--- src/kdl_pkg.sv ---
// Package for the keyed deque list unit: codes, field widths and the
// controller/datapath command and status structs. No dependencies.
package kdl_pkg;

  localparam int KEY_W = 32;
  localparam int CMD_W = 3;
  localparam int ST_W  = 3;

  typedef enum logic [CMD_W-1:0] {
    CMD_INSERT    = 3'd0,
    CMD_DEL_KEY   = 3'd1,
    CMD_DEL_FIRST = 3'd2,
    CMD_DEL_LAST  = 3'd3,
    CMD_READ      = 3'd4
  } cmd_e;

  typedef enum logic [ST_W-1:0] {
    ST_OK       = 3'd0,
    ST_FULL     = 3'd1,
    ST_EMPTY    = 3'd2,
    ST_NOTFOUND = 3'd3,
    ST_ENTRY    = 3'd4
  } status_e;

  typedef enum logic [1:0] {
    RD_FRONT = 2'd0,
    RD_BACK  = 2'd1,
    RD_CUR   = 2'd2,
    RD_NEXT  = 2'd3
  } rd_sel_e;

  typedef struct packed {
    logic    lat_key;
    logic    list_rd;
    rd_sel_e rd_sel;
    logic    free_rd;
    logic    alloc_hwm;
    logic    alloc_free;
    logic    do_insert;
    logic    do_unlink;
    logic    idx_clr;
    logic    idx_inc;
    logic    set_status;
    status_e status;
    logic    emit_resp;
    logic    emit_entry;
  } ctrl_t;

  typedef struct packed {
    logic empty;
    logic full;
    logic free_avail;
    logic key_match;
    logic walk_last;
    logic out_free;
  } stat_t;

endpackage

--- src/kdl_ram.sv ---
// Generic single-write, single-read RAM with registered read data.
// No dependencies.
module kdl_ram #(
  parameter int WIDTH = 32,
  parameter int DEPTH = 32
) (
  input  logic                     clk_i,
  input  logic                     we_i,
  input  logic [$clog2(DEPTH)-1:0] waddr_i,
  input  logic [WIDTH-1:0]         wdata_i,
  input  logic                     re_i,
  input  logic [$clog2(DEPTH)-1:0] raddr_i,
  output logic [WIDTH-1:0]         rdata_o
);

  logic [WIDTH-1:0] mem_q [DEPTH];
  logic [WIDTH-1:0] rdata_q;

  always_ff @(posedge clk_i) begin
    if (we_i) begin
      mem_q[waddr_i] <= wdata_i;
    end
    if (re_i) begin
      rdata_q <= mem_q[raddr_i];
    end
  end

  assign rdata_o = rdata_q;

endmodule

--- src/kdl_ctrl.sv ---
// Controller state machine of the keyed deque list unit.
// Depends on kdl_pkg; drives the datapath through kdl_pkg::ctrl_t.
module kdl_ctrl (
  input  logic                     clk_i,
  input  logic                     rst_ni,
  input  logic                     in_valid_i,
  output logic                     in_stall_o,
  input  logic [kdl_pkg::CMD_W-1:0] cmd_i,
  input  kdl_pkg::stat_t           stat_i,
  output kdl_pkg::ctrl_t           ctrl_o
);

  import kdl_pkg::*;

  typedef enum logic [6:0] {
    S_IDLE     = 7'b0000001,
    S_ALLOC    = 7'b0000010,
    S_INSERT   = 7'b0000100,
    S_WALK_DEL = 7'b0001000,
    S_WALK_OUT = 7'b0010000,
    S_UNLINK   = 7'b0100000,
    S_RESP     = 7'b1000000
  } state_e;

  state_e state_q, state_d;
  ctrl_t  ctrl;

  always_comb begin
    state_d = state_q;
    ctrl    = '0;
    ctrl.rd_sel = RD_FRONT;
    ctrl.status = ST_OK;
    unique case (state_q)
      S_IDLE: begin
        if (in_valid_i) begin
          ctrl.lat_key    = 1'b1;
          ctrl.set_status = 1'b1;
          unique case (cmd_i)
            CMD_INSERT: begin
              if (stat_i.full) begin
                ctrl.status = ST_FULL;
                state_d     = S_RESP;
              end else if (stat_i.free_avail) begin
                ctrl.free_rd = 1'b1;
                state_d      = S_ALLOC;
              end else begin
                ctrl.alloc_hwm = 1'b1;
                state_d        = S_INSERT;
              end
            end
            CMD_DEL_KEY, CMD_READ: begin
              if (stat_i.empty) begin
                ctrl.status = ST_EMPTY;
                state_d     = S_RESP;
              end else begin
                ctrl.list_rd = 1'b1;
                ctrl.rd_sel  = RD_FRONT;
                ctrl.idx_clr = 1'b1;
                state_d      = (cmd_i == CMD_READ) ? S_WALK_OUT : S_WALK_DEL;
              end
            end
            CMD_DEL_FIRST, CMD_DEL_LAST: begin
              if (stat_i.empty) begin
                ctrl.status = ST_EMPTY;
                state_d     = S_RESP;
              end else begin
                ctrl.list_rd = 1'b1;
                ctrl.rd_sel  = (cmd_i == CMD_DEL_LAST) ? RD_BACK : RD_FRONT;
                state_d      = S_UNLINK;
              end
            end
            default: begin
              state_d = S_RESP;
            end
          endcase
        end
      end
      S_ALLOC: begin
        ctrl.alloc_free = 1'b1;
        state_d         = S_INSERT;
      end
      S_INSERT: begin
        ctrl.do_insert  = 1'b1;
        ctrl.set_status = 1'b1;
        state_d         = S_RESP;
      end
      S_WALK_DEL: begin
        if (stat_i.key_match) begin
          ctrl.list_rd = 1'b1;
          ctrl.rd_sel  = RD_CUR;
          state_d      = S_UNLINK;
        end else if (stat_i.walk_last) begin
          ctrl.set_status = 1'b1;
          ctrl.status     = ST_NOTFOUND;
          state_d         = S_RESP;
        end else begin
          ctrl.list_rd = 1'b1;
          ctrl.rd_sel  = RD_NEXT;
          ctrl.idx_inc = 1'b1;
        end
      end
      S_WALK_OUT: begin
        if (stat_i.out_free) begin
          ctrl.emit_entry = 1'b1;
          if (stat_i.walk_last) begin
            state_d = S_IDLE;
          end else begin
            ctrl.list_rd = 1'b1;
            ctrl.rd_sel  = RD_NEXT;
            ctrl.idx_inc = 1'b1;
          end
        end
      end
      S_UNLINK: begin
        ctrl.do_unlink  = 1'b1;
        ctrl.set_status = 1'b1;
        state_d         = S_RESP;
      end
      S_RESP: begin
        if (stat_i.out_free) begin
          ctrl.emit_resp = 1'b1;
          state_d        = S_IDLE;
        end
      end
      default: begin
        state_d = S_IDLE;
      end
    endcase
  end

  always_ff @(posedge clk_i or negedge rst_ni) begin
    if (!rst_ni) begin
      state_q <= S_IDLE;
    end else begin
      state_q <= state_d;
    end
  end

  assign in_stall_o = (state_q != S_IDLE);
  assign ctrl_o     = ctrl;

endmodule

--- src/kdl_dp.sv ---
// Datapath of the keyed deque list unit: key, link and free-slot memories,
// list pointers, counters and the output register. Depends on kdl_pkg, kdl_ram.
module kdl_dp #(
  parameter int CAPACITY = 32
) (
  input  logic                            clk_i,
  input  logic                            rst_ni,
  input  kdl_pkg::ctrl_t                  ctrl_i,
  output kdl_pkg::stat_t                  stat_o,
  input  logic signed [kdl_pkg::KEY_W-1:0] key_in_i,
  output logic                            out_valid_o,
  input  logic                            out_stall_i,
  output logic signed [kdl_pkg::KEY_W-1:0] key_out_o,
  output logic [kdl_pkg::ST_W-1:0]        status_o,
  output logic                            last_o
);

  import kdl_pkg::*;

  localparam int AW = $clog2(CAPACITY);
  localparam int CW = $clog2(CAPACITY + 1);

  logic [AW-1:0] front_q, front_d, back_q, back_d, cur_q, cur_d;
  logic [CW-1:0] count_q, count_d, hwm_q, hwm_d, fcnt_q, fcnt_d, idx_q, idx_d;
  logic [CW-1:0] fpop;
  logic [KEY_W-1:0] key_q;
  status_e          status_q;

  logic                     out_valid_q, out_valid_d;
  logic [KEY_W-1:0]         out_key_q;
  logic [ST_W-1:0]          out_status_q;
  logic                     out_last_q;

  logic [AW-1:0]    rd_addr;
  logic [KEY_W-1:0] key_rdata;
  logic [AW-1:0]    next_rdata, prev_rdata, free_rdata;

  logic          is_front, is_back, middle, empty, out_free, walk_last;
  logic          next_we, prev_we;
  logic [AW-1:0] next_waddr, next_wdata, prev_waddr, prev_wdata;

  assign empty     = (count_q == '0);
  assign walk_last = ((idx_q + CW'(1)) == count_q);
  assign out_free  = !out_valid_q || !out_stall_i;
  assign fpop      = fcnt_q - CW'(1);

  assign is_front = (cur_q == front_q);
  assign is_back  = (cur_q == back_q);
  assign middle   = !is_front && !is_back;

  always_comb begin
    unique case (ctrl_i.rd_sel)
      RD_FRONT: rd_addr = front_q;
      RD_BACK:  rd_addr = back_q;
      RD_CUR:   rd_addr = cur_q;
      RD_NEXT:  rd_addr = next_rdata;
      default:  rd_addr = front_q;
    endcase
  end

  assign next_we    = ctrl_i.do_insert || (ctrl_i.do_unlink && middle);
  assign next_waddr = ctrl_i.do_insert ? cur_q : prev_rdata;
  assign next_wdata = ctrl_i.do_insert ? front_q : next_rdata;
  assign prev_we    = (ctrl_i.do_insert && !empty) || (ctrl_i.do_unlink && middle);
  assign prev_waddr = ctrl_i.do_insert ? front_q : next_rdata;
  assign prev_wdata = ctrl_i.do_insert ? cur_q : prev_rdata;

  kdl_ram #(.WIDTH(KEY_W), .DEPTH(CAPACITY)) u_key_ram (
    .clk_i   (clk_i),
    .we_i    (ctrl_i.do_insert),
    .waddr_i (cur_q),
    .wdata_i (key_q),
    .re_i    (ctrl_i.list_rd),
    .raddr_i (rd_addr),
    .rdata_o (key_rdata)
  );

  kdl_ram #(.WIDTH(AW), .DEPTH(CAPACITY)) u_next_ram (
    .clk_i   (clk_i),
    .we_i    (next_we),
    .waddr_i (next_waddr),
    .wdata_i (next_wdata),
    .re_i    (ctrl_i.list_rd),
    .raddr_i (rd_addr),
    .rdata_o (next_rdata)
  );

  kdl_ram #(.WIDTH(AW), .DEPTH(CAPACITY)) u_prev_ram (
    .clk_i   (clk_i),
    .we_i    (prev_we),
    .waddr_i (prev_waddr),
    .wdata_i (prev_wdata),
    .re_i    (ctrl_i.list_rd),
    .raddr_i (rd_addr),
    .rdata_o (prev_rdata)
  );

  kdl_ram #(.WIDTH(AW), .DEPTH(CAPACITY)) u_free_ram (
    .clk_i   (clk_i),
    .we_i    (ctrl_i.do_unlink),
    .waddr_i (fcnt_q[AW-1:0]),
    .wdata_i (cur_q),
    .re_i    (ctrl_i.free_rd),
    .raddr_i (fpop[AW-1:0]),
    .rdata_o (free_rdata)
  );

  always_comb begin
    front_d = front_q;
    back_d  = back_q;
    count_d = count_q;
    hwm_d   = hwm_q;
    fcnt_d  = fcnt_q;
    idx_d   = idx_q;
    cur_d   = cur_q;
    if (ctrl_i.list_rd) begin
      cur_d = rd_addr;
    end else if (ctrl_i.alloc_hwm) begin
      cur_d = hwm_q[AW-1:0];
      hwm_d = hwm_q + CW'(1);
    end else if (ctrl_i.alloc_free) begin
      cur_d  = free_rdata;
      fcnt_d = fpop;
    end
    if (ctrl_i.idx_clr) begin
      idx_d = '0;
    end else if (ctrl_i.idx_inc) begin
      idx_d = idx_q + CW'(1);
    end
    if (ctrl_i.do_insert) begin
      front_d = cur_q;
      if (empty) begin
        back_d = cur_q;
      end
      count_d = count_q + CW'(1);
    end
    if (ctrl_i.do_unlink) begin
      if (is_front && !is_back) begin
        front_d = next_rdata;
      end
      if (is_back && !is_front) begin
        back_d = prev_rdata;
      end
      count_d = count_q - CW'(1);
      fcnt_d  = fcnt_q + CW'(1);
    end
  end

  always_comb begin
    out_valid_d = out_valid_q;
    if (ctrl_i.emit_resp || ctrl_i.emit_entry) begin
      out_valid_d = 1'b1;
    end else if (!out_stall_i) begin
      out_valid_d = 1'b0;
    end
  end

  always_ff @(posedge clk_i or negedge rst_ni) begin
    if (!rst_ni) begin
      front_q     <= '0;
      back_q      <= '0;
      count_q     <= '0;
      hwm_q       <= '0;
      fcnt_q      <= '0;
      idx_q       <= '0;
      out_valid_q <= 1'b0;
    end else begin
      front_q     <= front_d;
      back_q      <= back_d;
      count_q     <= count_d;
      hwm_q       <= hwm_d;
      fcnt_q      <= fcnt_d;
      idx_q       <= idx_d;
      out_valid_q <= out_valid_d;
    end
  end

  always_ff @(posedge clk_i) begin
    cur_q <= cur_d;
    if (ctrl_i.lat_key) begin
      key_q <= key_in_i;
    end
    if (ctrl_i.set_status) begin
      status_q <= ctrl_i.status;
    end
    if (ctrl_i.emit_resp) begin
      out_key_q    <= '0;
      out_status_q <= status_q;
      out_last_q   <= 1'b1;
    end else if (ctrl_i.emit_entry) begin
      out_key_q    <= key_rdata;
      out_status_q <= ST_ENTRY;
      out_last_q   <= walk_last;
    end
  end

  assign stat_o.empty      = empty;
  assign stat_o.full       = (count_q == CW'(CAPACITY));
  assign stat_o.free_avail = (fcnt_q != '0);
  assign stat_o.key_match  = (key_rdata == key_q);
  assign stat_o.walk_last  = walk_last;
  assign stat_o.out_free   = out_free;

  assign out_valid_o = out_valid_q;
  assign key_out_o   = out_key_q;
  assign status_o    = out_status_q;
  assign last_o      = out_last_q;

endmodule

--- src/keyed_deque_list_unit.sv ---
// Keyed deque list unit, top level: joins the controller and the datapath.
// Depends on kdl_pkg, kdl_ctrl, kdl_dp (and kdl_ram through kdl_dp).
//
// Bounded doubly linked list of up to CAPACITY signed 32-bit keys kept in
// key, link and free-slot RAMs with registered reads. One request at a time:
// a new request is taken only when the previous one has handed its last
// result to the output register. Insert passes S_ALLOC (only when it reuses
// a freed slot) and S_INSERT, delete first/last passes S_UNLINK, and each
// then waits in S_RESP. Delete by key and read-out walk the list, one link
// per cycle (read-out only while the output is not stalled), through the
// registered read of the key and next-link RAMs; delete by key then unlinks.
// No clearing pass after reset: slots are handed out by a fill count and a
// free-slot stack. Results carry last on the final one of each request.
module keyed_deque_list_unit #(
  parameter int CAPACITY = 32
) (
  input  logic                             clk_i,
  input  logic                             rst_ni,
  input  logic                             in_valid_i,
  output logic                             in_stall_o,
  input  logic [kdl_pkg::CMD_W-1:0]        cmd_i,
  input  logic signed [kdl_pkg::KEY_W-1:0] key_in_i,
  output logic                             out_valid_o,
  input  logic                             out_stall_i,
  output logic signed [kdl_pkg::KEY_W-1:0] key_out_o,
  output logic [kdl_pkg::ST_W-1:0]         status_o,
  output logic                             last_o
);

  import kdl_pkg::*;

  ctrl_t ctrl;
  stat_t stat;

  kdl_ctrl u_ctrl (
    .clk_i      (clk_i),
    .rst_ni     (rst_ni),
    .in_valid_i (in_valid_i),
    .in_stall_o (in_stall_o),
    .cmd_i      (cmd_i),
    .stat_i     (stat),
    .ctrl_o     (ctrl)
  );

  kdl_dp #(.CAPACITY(CAPACITY)) u_dp (
    .clk_i       (clk_i),
    .rst_ni      (rst_ni),
    .ctrl_i      (ctrl),
    .stat_o      (stat),
    .key_in_i    (key_in_i),
    .out_valid_o (out_valid_o),
    .out_stall_i (out_stall_i),
    .key_out_o   (key_out_o),
    .status_o    (status_o),
    .last_o      (last_o)
  );

endmodule
--- config.mk ---
export PLATFORM = sky130hd
export DESIGN_NAME = keyed_deque_list_unit
export DESIGN_NICKNAME = d
export VERILOG_FILES = /design/src/kdl_pkg.sv /design/src/kdl_ram.sv /design/src/kdl_ctrl.sv /design/src/kdl_dp.sv /design/src/keyed_deque_list_unit.sv
export SDC_FILE = /design/constraint.sdc
export NUM_CORES = 2
export LEC_CHECK = 0
export BUFFER_PORTS_ARGS = -buffer_cell sky130_fd_sc_hd__buf_2
export CAP_MARGIN = 15
export CORE_MARGIN = 1.5
export CORE_UTILIZATION = 55
export DETAILED_ROUTE_END_ITERATION = 16
export HOLD_SLACK_MARGIN = 0.15
export PLACE_DENSITY = 0.79
export SLEW_MARGIN = 20
export SYNTH_ARGS = -nofsm -noshare
export SYNTH_HDL_FRONTEND = slang
export SYNTH_SLANG_ARGS = --single-unit
export TNS_END_PERCENT = 100
--- constraint.sdc ---
create_clock -name clk_i -period 12.9 [get_ports clk_i]
set_input_delay 3.87 -clock clk_i [delete_from_list [all_inputs] [get_ports clk_i]]
set_output_delay 3.87 -clock clk_i [all_outputs]
set_load 0.05 [all_outputs]
Word-level counts from Yosys, hierarchy flattened
Memories as Yosys holds them, arrays and structs flattened. A register that Yosys moved wholly into a read port is not among the register bits.
Index checks and enable logic that the tools add are counted.
{"block": "op_classes", "n_eq_ne": 28, "n_mux": 82, "n_addsub": 6, "n_reduce_logical": 30, "bitwise": 1}
{"op": "$mux W5", "n": 14}
{"op": "$mux W7", "n": 9}
{"op": "$mux W6", "n": 9}
{"op": "$pmux W7 S6", "n": 1}
{"op": "$eq A32 B32 Y1", "n": 1}
{"op": "$mux W1", "n": 27}
{"op": "$add A6 B1 Y6 const B", "n": 4}
{"op": "$mux W3", "n": 8}
{"op": "$pmux W7 S3", "n": 1}
{"op": "$pmux W5 S4", "n": 1}
{"op": "$pmux W3 S2", "n": 3}
{"op": "$ne A2 B1 Y1 const B", "n": 6}
{"op": "$sub A6 B1 Y6 const B", "n": 2}
{"op": "$eq A5 B5 Y1", "n": 2}
{"op": "$pmux W3 S3", "n": 1}
{"op": "$mux W2", "n": 4}
{"op": "$mux W4", "n": 2}
{"op": "$reduce_bool A2 Y1", "n": 4}
{"op": "$eq A7 B1 Y1 const B", "n": 1}
{"op": "$eq A7 B2 Y1 const B", "n": 1}
{"op": "$eq A7 B3 Y1 const B", "n": 1}
{"op": "$eq A7 B4 Y1 const B", "n": 1}
{"op": "$eq A7 B5 Y1 const B", "n": 1}
{"op": "$eq A7 B6 Y1 const B", "n": 1}
{"op": "other kinds (27)", "n": 42}
{"block": "word_totals", "mem_bits_rw": 1504, "n_memories": 4, "inputBits": 39, "regBits": 118, "out_inout_bits": 38}
{"memory": "u_dp.u_key_ram.mem_q", "depth": 32, "word_bits": 32, "rd": 1, "rd_ports_with_merged_regs": 1, "wr": 1, "line": "kdl_ram.sv:16", "text": "logic [WIDTH-1:0] mem_q [DEPTH];"}
{"memory": "u_dp.u_free_ram.mem_q", "depth": 32, "word_bits": 5, "rd": 1, "rd_ports_with_merged_regs": 1, "wr": 1, "line": "kdl_ram.sv:16"}
{"memory": "u_dp.u_next_ram.mem_q", "depth": 32, "word_bits": 5, "rd": 1, "rd_ports_with_merged_regs": 1, "wr": 1, "line": "kdl_ram.sv:16"}
{"memory": "u_dp.u_prev_ram.mem_q", "depth": 32, "word_bits": 5, "rd": 1, "rd_ports_with_merged_regs": 1, "wr": 1, "line": "kdl_ram.sv:16"}

Longest topological paths before layout
{"block": "depth", "word_depth": 9, "ltp_mapped": 17, "ltp_nobuf": 12}

By module
From an unflattened synthesis, not the netlist that was laid out.
{"block": "hier_totals", "cells_unflattened": 3633, "area_unflattened_um2": 66047.1}
{"module": "kdl_ram (u_dp.u_key_ram)", "instances": 1, "cells_per_inst": 2260, "area_per_inst_um2": 40811.6, "seq_area_each_um2": 31710.4}
{"module": "kdl_ram (u_dp.u_free_ram ...)", "instances": 3, "cells_per_inst": 277, "area_per_inst_um2": 6394.9, "seq_area_each_um2": 4954.8}
{"module": "kdl_dp", "instances": 1, "cells_per_inst": 451, "area_per_inst_um2": 5285.1, "seq_area_each_um2": 2802.7}
{"module": "kdl_ctrl", "instances": 1, "cells_per_inst": 91, "area_per_inst_um2": 765.7, "seq_area_each_um2": 176.4}

Worst setup path after synthesis
OpenSTA, ideal clock, no wires.
{"block": "synth_path", "path_type": "in2reg", "from": "in in_valid_i", "to": "reg u_dp.cur_q[0], enable pin", "stages": 6, "path_buffers": 1, "t_required_ps": 12591, "setup_slack_ps": 5089, "arrival_time_ps": 7502, "setup_ps": 309, "cell_sequence": "and3b_1 -> and3_1 -> buf_2 -> nand2_4 -> o211ai_1 -> or2_2"}
{"element": "start, declared", "line": "keyed_deque_list_unit.sv:19", "text": "input logic in_valid_i,"}
{"element": "end signal, assigned", "line": "kdl_dp.sv:179", "text": "cur_q <= cur_d;"}
{"element": "end, declared", "line": "kdl_dp.sv:23", "text": "logic [AW-1:0] front_q, front_d, back_q, back_d, cur_q, cur_d;"}

Final worst setup path
{"block": "layout_path", "from": "in in_valid_i", "to": "reg u_dp.u_key_ram.rdata_q[30] (netlist: u_dp.u_key_ram.rdata_o[30]), read port of u_dp.u_key_ram.mem_q, data pin"}
{"block": "layout_between", "elab_chain_cells": 4, "elab_cells_between_ends": 7, "classes_between": "eq/ne: 3; mux: 3; reduce/logical: 1"}
{"element": "$mux W6 *", "line": "kdl_ctrl.sv:35", "text": "if (in_valid_i) begin"}
{"element": "$pmux W3 S3 *", "line": "kdl_ctrl.sv:33", "text": "unique case (state_q)"}
{"element": "$eq A2 B2 Y1 (tied with other cells)", "line": "kdl_dp.sv:52", "text": "unique case (ctrl_i.rd_sel)"}
{"element": "$pmux W5 S4", "line": "kdl_dp.sv:52"}
{"element": "end, declared", "line": "kdl_ram.sv:17", "text": "logic [WIDTH-1:0] rdata_q;"}
Every way passes the cells marked *; elsewhere a longest branch is shown, timed or not.
A chain may end at the register's enable or synchronous reset.

==> summary.txt <==
Run status
  • Status: completed

Finish
  • Synth-to-layout area growth: 11.5%
  • # nets final: 4821
  • Layout cells sized above 1: 10.7%

Clock tree
  • CTS tree: done
  • Post-CTS Setup Bufs: 0
  • Hold-fix buffers, CTS: 0
  • Clk buf depth: 3
  • H-tree Lvls: 4
  • Cts repair resizes: 0
  • Total clock sinks: 1667
  • TritonCTS Buffers: 161
  • Clock-pin slew on the worst setup and hold paths: 60 ps
  • CTS root buf: clkbuf_16
  • Clk Latency, worst-skew pair: 810 ps

Floorplan
  • Starting Density: 55.7%
  • Die Wd: 349 um
  • Area of the die: 122000 um^2
  • Rows: 126
  • I/O Pins: 77
  • Die Span Y: 349 um
  • Core area: 119000 um^2

Timing
  • Tcrit/Tclk final: 65.4%
  • Worst Tran Pin Value: 1200 ps
  • Final Hold Fails: 0
  • Max Clock Skew: 41.5 ps
  • Final Max Tran Viols: 0
  • Maximum clock frequency: 119 MHz
  • Final setup fails: 0
  • Max_slew headroom: 19.4%
  • TNS Setup: 0 ps
  • RSZ-0062 raised after global routing: false
  • Minimum clock period: 8430 ps

Power
  • Lkg Pwr: 0.0256 uW
  • Peak supply drop: 0.218 mV
  • Clock share of power: 28.8%
  • Sw frac: 34.3%
  • Switching power: 5530 uW
  • Pint: 10600 uW
  • Sequential share of power: 43.3%
  • Combinational share of power: 28.0%
  • Power Density: 219 nW/um^2
  • Power Total: 16100 uW

Yosys
  • EDFF count, synth: 1593
  • Synth area leaders: edfxtp_1 (72%), nand2_1 (7.0%), a21oi_1 (2.3%)
  • Mapped Area: 66000 um^2
  • Sequential-to-total area share from yosys stat: 75.0%
  • Top-area cell type share of the netlist area: 72.4%
  • Yosys cell types: 74
  • Yosys warnings: 0
  • Synthesized Nets: 4763
  • Avg Inst Size Synth: 14.0 um^2
  • Ys async rst share: 2.46%
  • Main flop type after synthesis: edfxtp_1
  • Yosys reg bits: 1667
  • Yosys top cell by area: edfxtp_1
  • Post-Syn Instances: 4712

Global routing
  • Grt total ovfl: 0
  • GRT Overall Usage: 28.4%
  • Global-route wire length before repair: 254 mm
  • Largest net degree at the start of global routing: 201
  • Vias in the first global route: 40.2k
  • Initial antenna violation count: 3

Place
  • Count of input and output buffers: 76
  • Dpl hpwl: 91.9 mm
  • Routability Congestion: 0.875

Routing
  • Number of remaining DRC errors: 0
  • Vias/cell: 6.44
  • DR iter-0 viols: 7195
  • WL per Instance: 27.0 um
  • Total number of vias: 41.9k
  • Routed Antenna Nets: 0
  • Drt first pass iters: 6
  • WL final: 176 mm

Min path
  • Hold Path Class: reg -> reg

Worst setup path
  • Crit path launch type: primary input
  • Crit Path Class: in -> reg
  • Crit-path max FO: 183
  • CP arrival: 8980 ps
  • WP data required: 13440 ps
  • Crit end category: flip-flop

Job
  • Max cap viols: 0
==> layout by cell type, fill, tap and decap left out, types with 54 or more instances in the layout <==
cell type / instances
clkbuf_16: 164
buf_4: 85
nand3_1: 63
buf_2: 76
a311oi_1: 101
a211oi_1: 76
and3_1: 178
mux2i_1: 116
nor3_1: 54
a21oi_1: 310
a32oi_1: 60
edfxtp_1: 1593
nand2_1: 1232
nor4_1: 55
nor2_1: 136
==> cell usage after synthesis, drive strengths merged (20+ instances only) <==
| cell | n |
|---|---|
| edfxtp | 1593 |
| nand2 | 1234 |
| a21oi | 311 |
| clkbuf | 192 |
| and3 | 179 |
| nor2 | 171 |
| mux2i | 116 |
| a311oi | 101 |
| buf | 85 |
| a211oi | 77 |
| nand3 | 69 |
| a32oi | 60 |
| nor3 | 56 |
| nor4 | 55 |
| mux4 | 50 |
| xor2 | 42 |
| dfrtp | 40 |
| nand4 | 38 |
| dfxtp | 33 |
| xnor2 | 25 |
| inv | 24 |
| o21ai | 23 |
| o22ai | 20 |
==> kinds of logic (layout without fill, tap and decap cells) <==
family          count (synthesis)  count (layout)  synth area share [%]
other cells                     0               2                     0
buf+inv                       301             488                  1.83
xor+xnor                       68              68                 0.925
mux                           172             172                  3.57
simple gates                 1855            1855                  12.1
compound gates                637             637                  6.29
flops                        1667            1667                  75.0
fa+ha+maj                      12              12                 0.239
==> per-stage QoR <==
stage / cells / hold WS [ps] / cell area (um^2) / setup WS (ps) / utilization [%]
after global routing: 6499 / 475 / 73600 / 4270 / 62.1
after global placement: 6203 / 447 / 68400 / 3930 / 57.7
after detailed placement: 6203 / 447 / 68400 / 3850 / 57.7
after CTS: 6495 / 456 / 73600 / 4660 / 62.1
final: 6501 / 455 / 73600 / 4470 / 62.1
after floorplan: 4712 / 439 / 66000 / 5090 / -
==> sequential cells by signal (all words and copies together), names as in the netlist <==
signal	flops
u_dp.u_key_ram.mem_q	1024
u_dp.u_free_ram.mem_q	160
u_dp.u_next_ram.mem_q	160
u_dp.u_prev_ram.mem_q	160
u_dp.key_out_o	32
u_dp.key_q	32
u_dp.u_key_ram.rdata_o	32
u_ctrl.state_q	7
u_dp.count_q	6
u_dp.fcnt_q	6
u_dp.idx_q	6
u_dp.back_q	5
u_dp.cur_q	5
u_dp.front_q	5
u_dp.hwm_q	5
u_dp.u_free_ram.rdata_o	5
u_dp.u_next_ram.rdata_o	5
u_dp.u_prev_ram.rdata_o	5
u_dp.status_o	3
u_dp.status_q	2
u_dp.last_o	1
u_dp.out_valid_o	1
==> final timing paths <==
path | start | end | slack (ps) | cells past startpoint
worst max-delay path | in_valid_i | u_dp.u_key_ram.rdata_o[30]$_DFFE_PP_ | 4470 | 14
worst min-delay path | u_dp.key_out_o[25]$_SDFFE_PP0P_ | u_dp.key_out_o[25]$_SDFFE_PP0P_ | 450 | 2
worst max register to register | u_dp.key_q[11]$_DFFE_PP_ | u_dp.u_key_ram.rdata_o[30]$_DFFE_PP_ | 5560 | 12
worst min register to register | u_dp.key_out_o[25]$_SDFFE_PP0P_ | u_dp.key_out_o[25]$_SDFFE_PP0P_ | 450 | 2
max in group asynchronous | rst_ni | u_dp.fcnt_q[0]$_DFFE_PN0P_ | 8970 | 1
min in group asynchronous | rst_ni | u_dp.count_q[0]$_DFFE_PN0N_ | 3260 | 1
==> routing by layer <==
layer / part of all wire [%] / global-route usage, % / up-vias / wire [um]
met5: 0.11 / 0 / - / 192
met2: 45 / 43.2 / 3150 / 79600
met4: 5.2 / 14.6 / 6 / 9150
met3: 14 / 7.62 / 616 / 25000
li1: - / - / 17725 / -
met1: 35 / 37.8 / 20378 / 61700
==> final cells by class <==
cell class                      instances  area [um^2]
Tap cell                             1600         2000
Multi-Input combinational cell       2744        15600
Fill cell                            8142        44900
Sequential cell                      1667        49500
Timing Repair Buffer                  172         1210
Antenna cell                            2         5.00
Clock buffer                          203         4310
Inverter                               24         90.1
Clock inverter                         89          850
==> critical path, cell delays in order <==
cell     delay (ps)
buf_2           110
and3b_1         170
and3_2          210
buf_4           330
nand4_1         320
nand2_1         100
o21ai_0         460
o22a_4          600
buf_4           780
buf_12          690
nor3_1          130
a211o_1         290
or4_1           410
a211o_1         230
==> power by group through the flow <==
stage | Sequential (uW) | Clock, uW | Combinational, uW
global placement | 7070 | 0 | 4220
CTS | 6970 | 4650 | 4390
finish | 6980 | 4640 | 4510
floorplan | 7200 | 0 | 2700
detailed placement | 7080 | 0 | 4340
global route | 6980 | 4860 | 4780
(Power assumes the default switching activity.)
